## config.mk

```make
export PLATFORM = sky130hd
export DESIGN_NAME = ihu_core
export DESIGN_NICKNAME = d
export VERILOG_FILES = /design/src/rtl/ihu_pkg.sv /design/src/rtl/ihu_mul.sv /design/src/rtl/ihu_core.sv
export VERILOG_INCLUDE_DIRS = /design/src /design/src/rtl
export SDC_FILE = /design/constraint.sdc
export NUM_CORES = 2
export LEC_CHECK = 0
export BUFFER_PORTS_ARGS = -buffer_cell sky130_fd_sc_hd__buf_2
export CAP_MARGIN = 20
export CORE_MARGIN = 8
export CORE_UTILIZATION = 47
export CTS_CLUSTER_DIAMETER = 50
export DETAILED_ROUTE_END_ITERATION = 10
export PLACE_DENSITY_LB_ADDON = 0.1
export RECOVER_POWER = 25
export SYNTH_ARGS = -nofsm -noshare
export SYNTH_HDL_FRONTEND = slang
export SYNTH_SLANG_ARGS = --single-unit
```

## constraint.sdc

```tcl
create_clock -name clk -period 12.6 [get_ports clk]
set_input_delay 1.89 -clock clk [delete_from_list [all_inputs] [get_ports clk]]
set_output_delay 1.89 -clock clk [all_outputs]
set_load 0.05 [all_outputs]
```

## src/rtl/integer_hash_unit_macros.svh

```systemverilog
// Assertion macros for the integer hash unit.
// Included by the RTL files that carry concurrent checks; expects clk and rst_n in scope.
`ifndef INTEGER_HASH_UNIT_MACROS_SVH
`define INTEGER_HASH_UNIT_MACROS_SVH

`ifndef SYNTHESIS
`define IHU_ASSERT_IMPL(label, ante, cons) \
  label: assert property (@(posedge clk) disable iff (!rst_n) (ante) |-> (cons)) \
    else $error("ihu: same-cycle check failed");
`define IHU_ASSERT_NEXT(label, ante, cons) \
  label: assert property (@(posedge clk) disable iff (!rst_n) (ante) |=> (cons)) \
    else $error("ihu: next-cycle check failed");
`else
`define IHU_ASSERT_IMPL(label, ante, cons)
`define IHU_ASSERT_NEXT(label, ante, cons)
`endif

`endif

```

## src/rtl/ihu_pkg.sv

```systemverilog
// Shared types, constants and round functions of the integer hash unit.
// No dependencies; used by the interfaces, the core and the top level.
package ihu_pkg;

  localparam int WORD_W = 32;
  localparam int SEL_W  = 3;
  localparam int STEP_W = 3;

  typedef logic [WORD_W-1:0] word_t;
  typedef logic [STEP_W-1:0] step_t;

  typedef enum logic [SEL_W-1:0] {
    HS_DJB2      = 3'd0,
    HS_SDBM      = 3'd1,
    HS_MAGIC     = 3'd2,
    HS_SHIFT     = 3'd3,
    HS_JENKINS   = 3'd4,
    HS_SHIFTMULT = 3'd5
  } hash_sel_t;

  typedef enum logic [2:0] {
    S_IDLE,
    S_PRE,
    S_MUL1,
    S_MID,
    S_MUL2,
    S_POST,
    S_JENK,
    S_DONE
  } ihu_state_t;

  typedef struct packed {
    logic  valid;
    word_t hash;
  } ihu_res_t;

  // 5381 * 33
  localparam word_t DJB2_BASE    = 32'd177573;
  // 1 + 2^6 + 2^16 - 2
  localparam word_t SDBM_MULT    = 32'd65599;
  localparam word_t MAGIC_MULT   = 32'h045d9f3b;
  localparam word_t SHIFT_MULT1  = 32'd5;
  localparam word_t SHIFT_MULT2  = 32'd2057;
  localparam word_t SM_MULT1     = 32'd9;
  localparam word_t SM_MULT2     = 32'h27d4eb2d;
  localparam word_t SM_SEED      = 32'd61;
  localparam step_t JENK_LAST    = 3'd5;

  function automatic word_t fold_abs(word_t v);
    return v[WORD_W-1] ? (word_t'(0) - v) : v;
  endfunction

  // One of the six Jenkins mixing rounds.
  function automatic word_t jenkins_round(step_t step, word_t v);
    word_t r;
    r = v;
    unique case (step)
      3'd0:    r = (v + 32'h7ed55d16) + (v << 12);
      3'd1:    r = (v ^ 32'hc761c23c) ^ (v >> 19);
      3'd2:    r = (v + 32'h165667b1) + (v << 5);
      3'd3:    r = (v + 32'hd3a2646c) ^ (v << 9);
      3'd4:    r = (v + 32'hfd7046c5) + (v << 3);
      3'd5:    r = (v ^ 32'hb55a4f09) ^ (v >> 16);
      default: r = v;
    endcase
    return r;
  endfunction

endpackage

```

## src/rtl/ihu_mul.sv

```systemverilog
// Shared 32x32 multiplier, low word of the product, one register stage.
// Depends on ihu_pkg for the word type.
module ihu_mul import ihu_pkg::*; (
  input  logic  clk,
  input  word_t a,
  input  word_t b,
  output word_t p_r
);

  word_t p_nxt;

  assign p_nxt = word_t'(a * b);

  always_ff @(posedge clk) begin
    p_r <= p_nxt;
  end

endmodule

```

## src/rtl/ihu_core.sv

```systemverilog
// Hash sequencer: one request at a time through the shared multiplier and round logic.
// Depends on ihu_pkg, ihu_mul and integer_hash_unit_macros.svh.
`include "integer_hash_unit_macros.svh"

module ihu_core import ihu_pkg::*; (
  input  logic             clk,
  input  logic             rst_n,
  input  logic [SEL_W-1:0] hash_sel,
  input  logic             start,
  input  word_t            word,
  input  logic             last_word,
  output logic             idle,
  output ihu_res_t         res,
  input  logic             res_ready
);

  ihu_state_t state_r, state_nxt;
  word_t      word_r;
  logic       last_r;
  word_t      x_r, x_nxt;
  word_t      acc_r, acc_nxt;
  step_t      step_r, step_nxt;
  word_t      mul_b;
  word_t      p;
  word_t      t;
  word_t      post_v;
  logic       sel_ok;

  assign sel_ok = (hash_sel <= HS_SHIFTMULT);
  assign idle   = (state_r == S_IDLE);

  ihu_mul u_mul (
    .clk (clk),
    .a   (x_r),
    .b   (mul_b),
    .p_r (p)
  );

  always_ff @(posedge clk) begin
    if (!rst_n) begin
      state_r <= S_IDLE;
      acc_r   <= '0;
      step_r  <= '0;
    end else begin
      state_r <= state_nxt;
      acc_r   <= acc_nxt;
      step_r  <= step_nxt;
    end
  end

  always_ff @(posedge clk) begin
    x_r <= x_nxt;
    if (start && idle) begin
      word_r <= word;
      last_r <= last_word;
    end
  end

  always_comb begin
    state_nxt = state_r;
    x_nxt     = x_r;
    acc_nxt   = acc_r;
    step_nxt  = step_r;
    mul_b     = '0;
    t         = '0;
    post_v    = x_r;
    res.valid = 1'b0;
    res.hash  = x_r;

    unique case (state_r)
      S_IDLE: begin
        // drop requests with an unused select code
        if (start && sel_ok) state_nxt = S_PRE;
      end
      S_PRE: begin
        case (hash_sel_t'(hash_sel))
          HS_DJB2: begin
            x_nxt     = word_r + DJB2_BASE;
            state_nxt = S_DONE;
          end
          HS_SDBM: begin
            x_nxt     = acc_r;
            state_nxt = S_MUL1;
          end
          HS_MAGIC: begin
            x_nxt     = word_r ^ (word_r >> 16);
            state_nxt = S_MUL1;
          end
          HS_SHIFT: begin
            t         = ~word_r + (word_r << 15);
            x_nxt     = t ^ (t >> 12);
            state_nxt = S_MUL1;
          end
          HS_JENKINS: begin
            x_nxt     = jenkins_round(3'd0, word_r);
            step_nxt  = 3'd1;
            state_nxt = S_JENK;
          end
          HS_SHIFTMULT: begin
            x_nxt     = (word_r ^ SM_SEED) ^ (word_r >> 16);
            state_nxt = S_MUL1;
          end
          default: state_nxt = S_IDLE;
        endcase
      end
      S_MUL1: begin
        case (hash_sel_t'(hash_sel))
          HS_SDBM:      mul_b = SDBM_MULT;
          HS_MAGIC:     mul_b = MAGIC_MULT;
          HS_SHIFT:     mul_b = SHIFT_MULT1;
          HS_SHIFTMULT: mul_b = SM_MULT1;
          default:      mul_b = '0;
        endcase
        state_nxt = S_MID;
      end
      S_MID: begin
        case (hash_sel_t'(hash_sel))
          HS_SDBM: begin
            t = p + word_r;
            if (last_r) begin
              x_nxt     = t;
              acc_nxt   = '0;
              state_nxt = S_DONE;
            end else begin
              acc_nxt   = t;
              state_nxt = S_IDLE;
            end
          end
          HS_MAGIC: begin
            x_nxt     = p ^ (p >> 16);
            state_nxt = S_MUL2;
          end
          default: begin
            x_nxt     = p ^ (p >> 4);
            state_nxt = S_MUL2;
          end
        endcase
      end
      S_MUL2: begin
        case (hash_sel_t'(hash_sel))
          HS_MAGIC:     mul_b = MAGIC_MULT;
          HS_SHIFT:     mul_b = SHIFT_MULT2;
          HS_SHIFTMULT: mul_b = SM_MULT2;
          default:      mul_b = '0;
        endcase
        state_nxt = S_POST;
      end
      S_JENK: begin
        x_nxt = jenkins_round(step_r, x_r);
        if (step_r == JENK_LAST) begin
          step_nxt  = '0;
          state_nxt = S_POST;
        end else begin
          step_nxt = step_r + 3'd1;
        end
      end
      S_POST: begin
        case (hash_sel_t'(hash_sel))
          HS_JENKINS:   post_v = x_r;
          HS_SHIFTMULT: post_v = p ^ (p >> 15);
          default:      post_v = p ^ (p >> 16);
        endcase
        x_nxt     = fold_abs(post_v);
        state_nxt = S_DONE;
      end
      S_DONE: begin
        // hold the result until the output stage takes it
        res.valid = 1'b1;
        if (res_ready) state_nxt = S_IDLE;
      end
      default: state_nxt = S_IDLE;
    endcase
  end

  `IHU_ASSERT_NEXT(a_start_enters_pre, start && idle && sel_ok, state_r == S_PRE)
  `IHU_ASSERT_NEXT(a_result_held, (state_r == S_DONE) && !res_ready, (state_r == S_DONE) && $stable(x_r))
  `IHU_ASSERT_NEXT(a_sdbm_last_clears, (state_r == S_MID) && (hash_sel == HS_SDBM) && last_r, acc_r == '0)
  `IHU_ASSERT_IMPL(a_jenk_step_range, state_r == S_JENK, (step_r != 3'd0) && (step_r <= JENK_LAST))

endmodule

```

# Yosys cells after proc, flatten, opt, wreduce, memory -nomap -nowiden
# Index checks and enable logic that the tools add are counted.
[totals]
ramBits = 0
latch_bits = 0
n_memories = 0
output_inout_bits = 34
romBits = 0
ff_bits = 135
[op_classes]
n_div = 0
multipliers = 1
n_eq_ne = 24
addsub = 14
n_mux = 23
n_reduce_logical = 12
bitwise_logic = 13
shifts = 0
n_lt_le_gt_ge = 1
[ops]
columns = ["op", "n"]
rows = [
  ["32-bit case mux with 6 select lines", 2],
  ["32-bit adder", 6],
  ["32-bit two-way mux", 4],
  ["32-bit case mux with 2 select lines", 2],
  ["32-bit case mux with 4 select lines", 1],
  ["32-bit by 16-bit XOR with 32-bit output", 4],
  ["27-bit case mux with 4 select lines", 1],
  ["30-bit case mux with 3 select lines", 1],
  ["32-bit by 31-bit adder with 32-bit output (second input constant)", 2],
  ["32-bit adder (second input constant)", 2],
  ["30-bit case mux with 2 select lines", 1],
  ["32-bit by 18-bit adder with 32-bit output (second input constant)", 1],
  ["32-bit by 29-bit adder with 32-bit output (second input constant)", 1],
  ["32-bit by 30-bit multiplier with 32-bit output", 1],
  ["32-bit inverter", 1],
  ["1-bit by 32-bit subtractor with 32-bit output (first input constant)", 1],
  ["32-bit by 13-bit XOR with 32-bit output", 1],
  ["32-bit by 17-bit XOR with 32-bit output", 1],
  ["32-bit by 20-bit XOR with 32-bit output", 1],
  ["32-bit by 28-bit XOR with 32-bit output", 1],
  ["32-bit XOR", 1],
  ["3-bit == test (second input constant)", 8],
  ["3-bit case mux with 8 select lines", 1],
  ["3-bit two-way mux", 7],
  ["23 further kinds", 36],
]

# Longest topological paths before layout
[depth]
depth_word = 6
ltp_mapped = 35
mapped_depth_nobuf = 32

# Modules after synthesis
# From an unflattened synthesis, not the netlist that was laid out.
[hier_totals]
hier_cells = 4422
hier_area_um2 = 36706.5
[modules_own_cells]
columns = ["mod", "n_inst", "area_per_inst_um2", "cells_per_inst"]
rows = [
  ["ihu_core", 1, 20260.7, 2677],
  ["ihu_mul", 1, 16445.8, 1745],
]

# Worst setup path before layout
# Ideal clock, no wire load.
[synth_path]
path_type = "input port to flip-flop"
start = "input port hash_sel[0]"
end = "register u_mul.p_r[31]"
path_buffers = 3
setup_slack_ps = 3013
t_arrival_ps = 9515
required_time_ps = 12528
cell_stages = 31
setup_ps = 72
cell_sequence = "buf_2 -> buf_2 -> nand2b_1 -> nor2_1 -> nand2_1 -> a21oi_1 -> clkbuf_1 -> nand2_1 -> fa_1 -> fa_1 -> fa_1 -> inv_1 -> fa_1 -> inv_1 -> fa_1 -> inv_1 -> fa_1 -> fa_1 -> inv_1 -> fa_1 -> inv_1 -> ha_1 -> a21o_1 -> a21oi_1 -> o21ai_0 -> and2_1 -> a31oi_1 -> o211ai_1 -> a21o_1 -> a21oi_1 -> xor2_1"
[synth_via]
elab_chain_cells = 4
[synth_lines]
columns = ["item", "line_no", "rtl"]
rows = [
  ["start, declared", "ihu_core.sv:8", "input logic [SEL_W-1:0] hash_sel,"],
  ["3-bit == test, or another cell as far along", "ihu_core.sv:107, ihu_core.sv:140", ""],
  ["27-bit case mux with 4 select lines / 30-bit case mux with 3 select lines (equally long branches)", "ihu_core.sv:107, ihu_core.sv:140", ""],
  ["30-bit case mux with 2 select lines *", "ihu_core.sv:70", "unique case (state_r)"],
  ["32-bit by 30-bit multiplier with 32-bit output *", "ihu_mul.sv:12", "assign p_nxt = word_t'(a * b);"],
  ["net u_mul.p_nxt[31]", "ihu_mul.sv:10", "word_t p_nxt;"],
  ["end signal, assigned", "ihu_mul.sv:15", "p_r <= p_nxt;"],
  ["end, declared", "ihu_mul.sv:7", "output word_t p_r"],
]
# Mark *: on every way through the listed nets, which the timed path passes. The rest lies on a longest branch.
# A chain may end at the register's enable or synchronous reset.

# Worst setup path in the final report
[layout_path]
start = "input port hash_sel[1]"
end = "register u_mul.p_r[31]"
# The elaborated chain is that of the path after synthesis.

==> run metrics <==
number of synthesized register bits=135; Die ar.=81000 um2; half-perimeter wire length after detailed placement=110000 um; clock skew=0.0142 ns; Max Cap Viol=1; CP bufs+invs=7; later-pin clock latency in the skew report=0.46 ns; Data required, critical path=12.92 ns; Final TNS setup=0 ns; design internal power=2.05 mW; DRT Wirelength=140000 um; Final period util=82.8%; clock tree buffer depth=2; Least-Margin Pin Slew=2.66 ns; number of port buffers=73; top_reg_cell synth=dfxtp_1; Syn Inst Count=4165; outcome=complete, but fails checks; overall routing resource usage=33.7%; Std-Cell Core Area=71500 um2; share of total power in the clock network=11.5%; static power due to leakage=16.8 nW; post-route antenna net violation count=0; sequential element share of the synthesized area=9.89%; post-CTS setup repair buffer count=0; clock slew at reported path FFs=0.08 ns; wire per inst=27.4 um; longest individual stage delay on the worst path=0.58 ns; clock tree from TritonCTS=built; total via count after detailed routing=31900; fraction of layout instances using a drive strength above 1=6.33%; global-route congestion overflow total=0; share of synthesized flip-flops with an asynchronous set or reset=0%; Std-Cell Rows=98; Slowest cell on crit path=nor4_1; number of DRC markers after the initial detailed-route iteration=3579; DRT Pass-1 Iters=10; final hold slack=0.465 ns; count leader, synth=inv_1; dominant delay contributor by cell family on the critical path=adder cells; classification of the worst-slack hold path=reg2reg; Die Y-Extent=285 um; portion of total power attributed to sequential cells=16.3%; Mapped Avg Cell Area=8.14 um2; # IOs=74; ratio of routed vias to standard cells=6.24; synthesized net count=4963; post-detailed-route DRC marker count=0; final critical-path required period=10.43 ns; kind of capture point of the worst setup path=register; Switching Share=55.4%; total of cells resized after clock tree synthesis=0; global-route wire length before repair=206000 um; worst setup path category=in2reg; worst-case vdd ir drop=0.0865 mV; total of hold buffers inserted after clock tree synthesis=0; count of cell types in the netlist=95; number of buffers inserted during clock tree synthesis=17; final layout net count=4941; count of final max-slew check failures=34; headroom to the max-slew limit=-77.1%; data arrival time of the critical path=10.75 ns; post-synthesis to final-layout area growth=6.28%; combinational share of power=72.2%; upper clock frequency limit=0.0959 GHz; largest cells by area after synthesis=fa_1 (19%), ha_1 (16%), xnor2_1 (6.7%); Clock Tree Root=clkbuf_16; area share of the largest cell type after synthesis=19.5%; antenna violations before repair=1; net switching power=2.55 mW; FILL cells=7036; most used standard cells in the synthesized netlist=inv_1 (590), ha_1 (428), fa_1 (330), a21oi_1 (309), nand2_1 (281); count of final setup violators=0; number of levels the H-tree was split into=4; # clock sinks=135; final count of hold timing violations=0; largest net degree at the start of global routing=68; violated checks=capacitance limit, slew limit; Starting Density=47.4%; RePlAce Congestion=1.01; Warnings, synthesis=0; number of enable-type register cells in the synthesized netlist=65; cell type contributing the most total cell area after synthesis=fa_1; Chip Width=285 um; power per cell area=128 nW/um2; cell area after synthesis=33900 um2; via count of the first global-routing pass=30900; cell repeated most along the worst path=fa_1; critical-path maximum fanout=22; RSZ-0062 raised after global routing=false; Startpoint Class=input port
-- logic make-up (layout without fill, tap and decap cells) --
kind of cell | Yosys count | in the layout | synth area share [%]
mux | 40 | 40 | 1.27
compound gates | 1069 | 1069 | 20.9
xor+xnor | 363 | 363 | 9.46
fa+ha+maj | 758 | 758 | 35.3
flops | 135 | 135 | 9.89
buf+inv | 819 | 810 | 9.11
other cells | 0 | 1 | 0
simple gates | 981 | 981 | 14.1
-- stage by stage --
stage                     power, mW  cells  setup slack, ns  util [%]  instance area (um2)
after CTS                      4.52   5104             1.91      50.4                36000
after global routing           4.89   5106             1.73      50.4                36000
after detailed placement       3.96   5072             1.48      49.6                35400
final                          4.60   5107             2.17      50.4                36000
after global placement         3.98   5071             1.51      49.6                35400
after floorplan                2.96   4165             3.01         -                33900
-- state kept, by name, summed over array words and instances (netlist names) --
register / flops
step_r: 3
acc_r: 32
u_mul.p_r: 32
last_r: 1
word_r: 32
state_r: 3
x_r: 32
-- layer usage --
layer / global-route usage [%] / up-vias / share of wire, %
met5: 0 / - / 0
met4: 14.6 / 0 / 5.1
met3: 6.22 / 367 / 10
met2: 50.2 / 1754 / 42
met1: 47.1 / 15400 / 42
li1: - / 14400 / -
-- worst paths after layout --
kind	start	endpoint	slack (ns)	depth (start not counted)
worst max register to register	x_r[16]	u_mul.p_r[31]	3.58	24
worst max-delay path	hash_sel[1]	u_mul.p_r[31]	2.17	29
worst min register to register	acc_r[1]	acc_r[1]	0.46	2
worst min-delay path	acc_r[1]	acc_r[1]	0.46	2
-- worst min-delay path, stage by stage (launching register included) --
cell and delay (ns):
dfxtp_1 0.31, nand2_1 0.05, a21boi_0 0.06
-- cell type report --
type	count	area [um2]	area share (%)
inverter	600	2250	6.25
clock buffer	17	425	1.18
sequential	135	3350	9.31
tap	950	1190	3.30
timing repair buffer	178	1160	3.22
multi-input combinational	3211	27500	76.3
clock inverter	15	153	0.424
antenna	1	2.50	0.00694
-- power by group through the flow --
stage / combinational (mW) / clock, mW / sequential, mW
CTS: 3.25 / 0.532 / 0.738
finish: 3.33 / 0.528 / 0.750
global placement: 3.24 / 0 / 0.748
floorplan: 2.30 / 0 / 0.656
global route: 3.60 / 0.547 / 0.746
detailed placement: 3.21 / 0 / 0.748
-- layout by cell type (no fill, tap or decap), types with 35 or more instances in the layout --
master	Yosys	routed
inv_1	590	590
ha_1	428	428
fa_1	330	330
a21oi_1	309	304
nand2_1	281	281
xnor2_1	261	261
nor2_1	236	233
o21ai_0	178	178
buf_4	1	104
xor2_1	100	100
nor3_1	74	74
buf_2	9	72
and2_1	70	69
dfxtp_1	70	69
a21o_1	67	67
edfxtp_1	65	65
nor2b_1	65	64
nand3_1	62	62
o221ai_1	54	54
a22oi_1	44	44
nor4_1	44	44
o211ai_1	41	41
a31oi_1	38	38
mux2i_1	35	35
No activity file was read; power rests on OpenSTA's default activity.
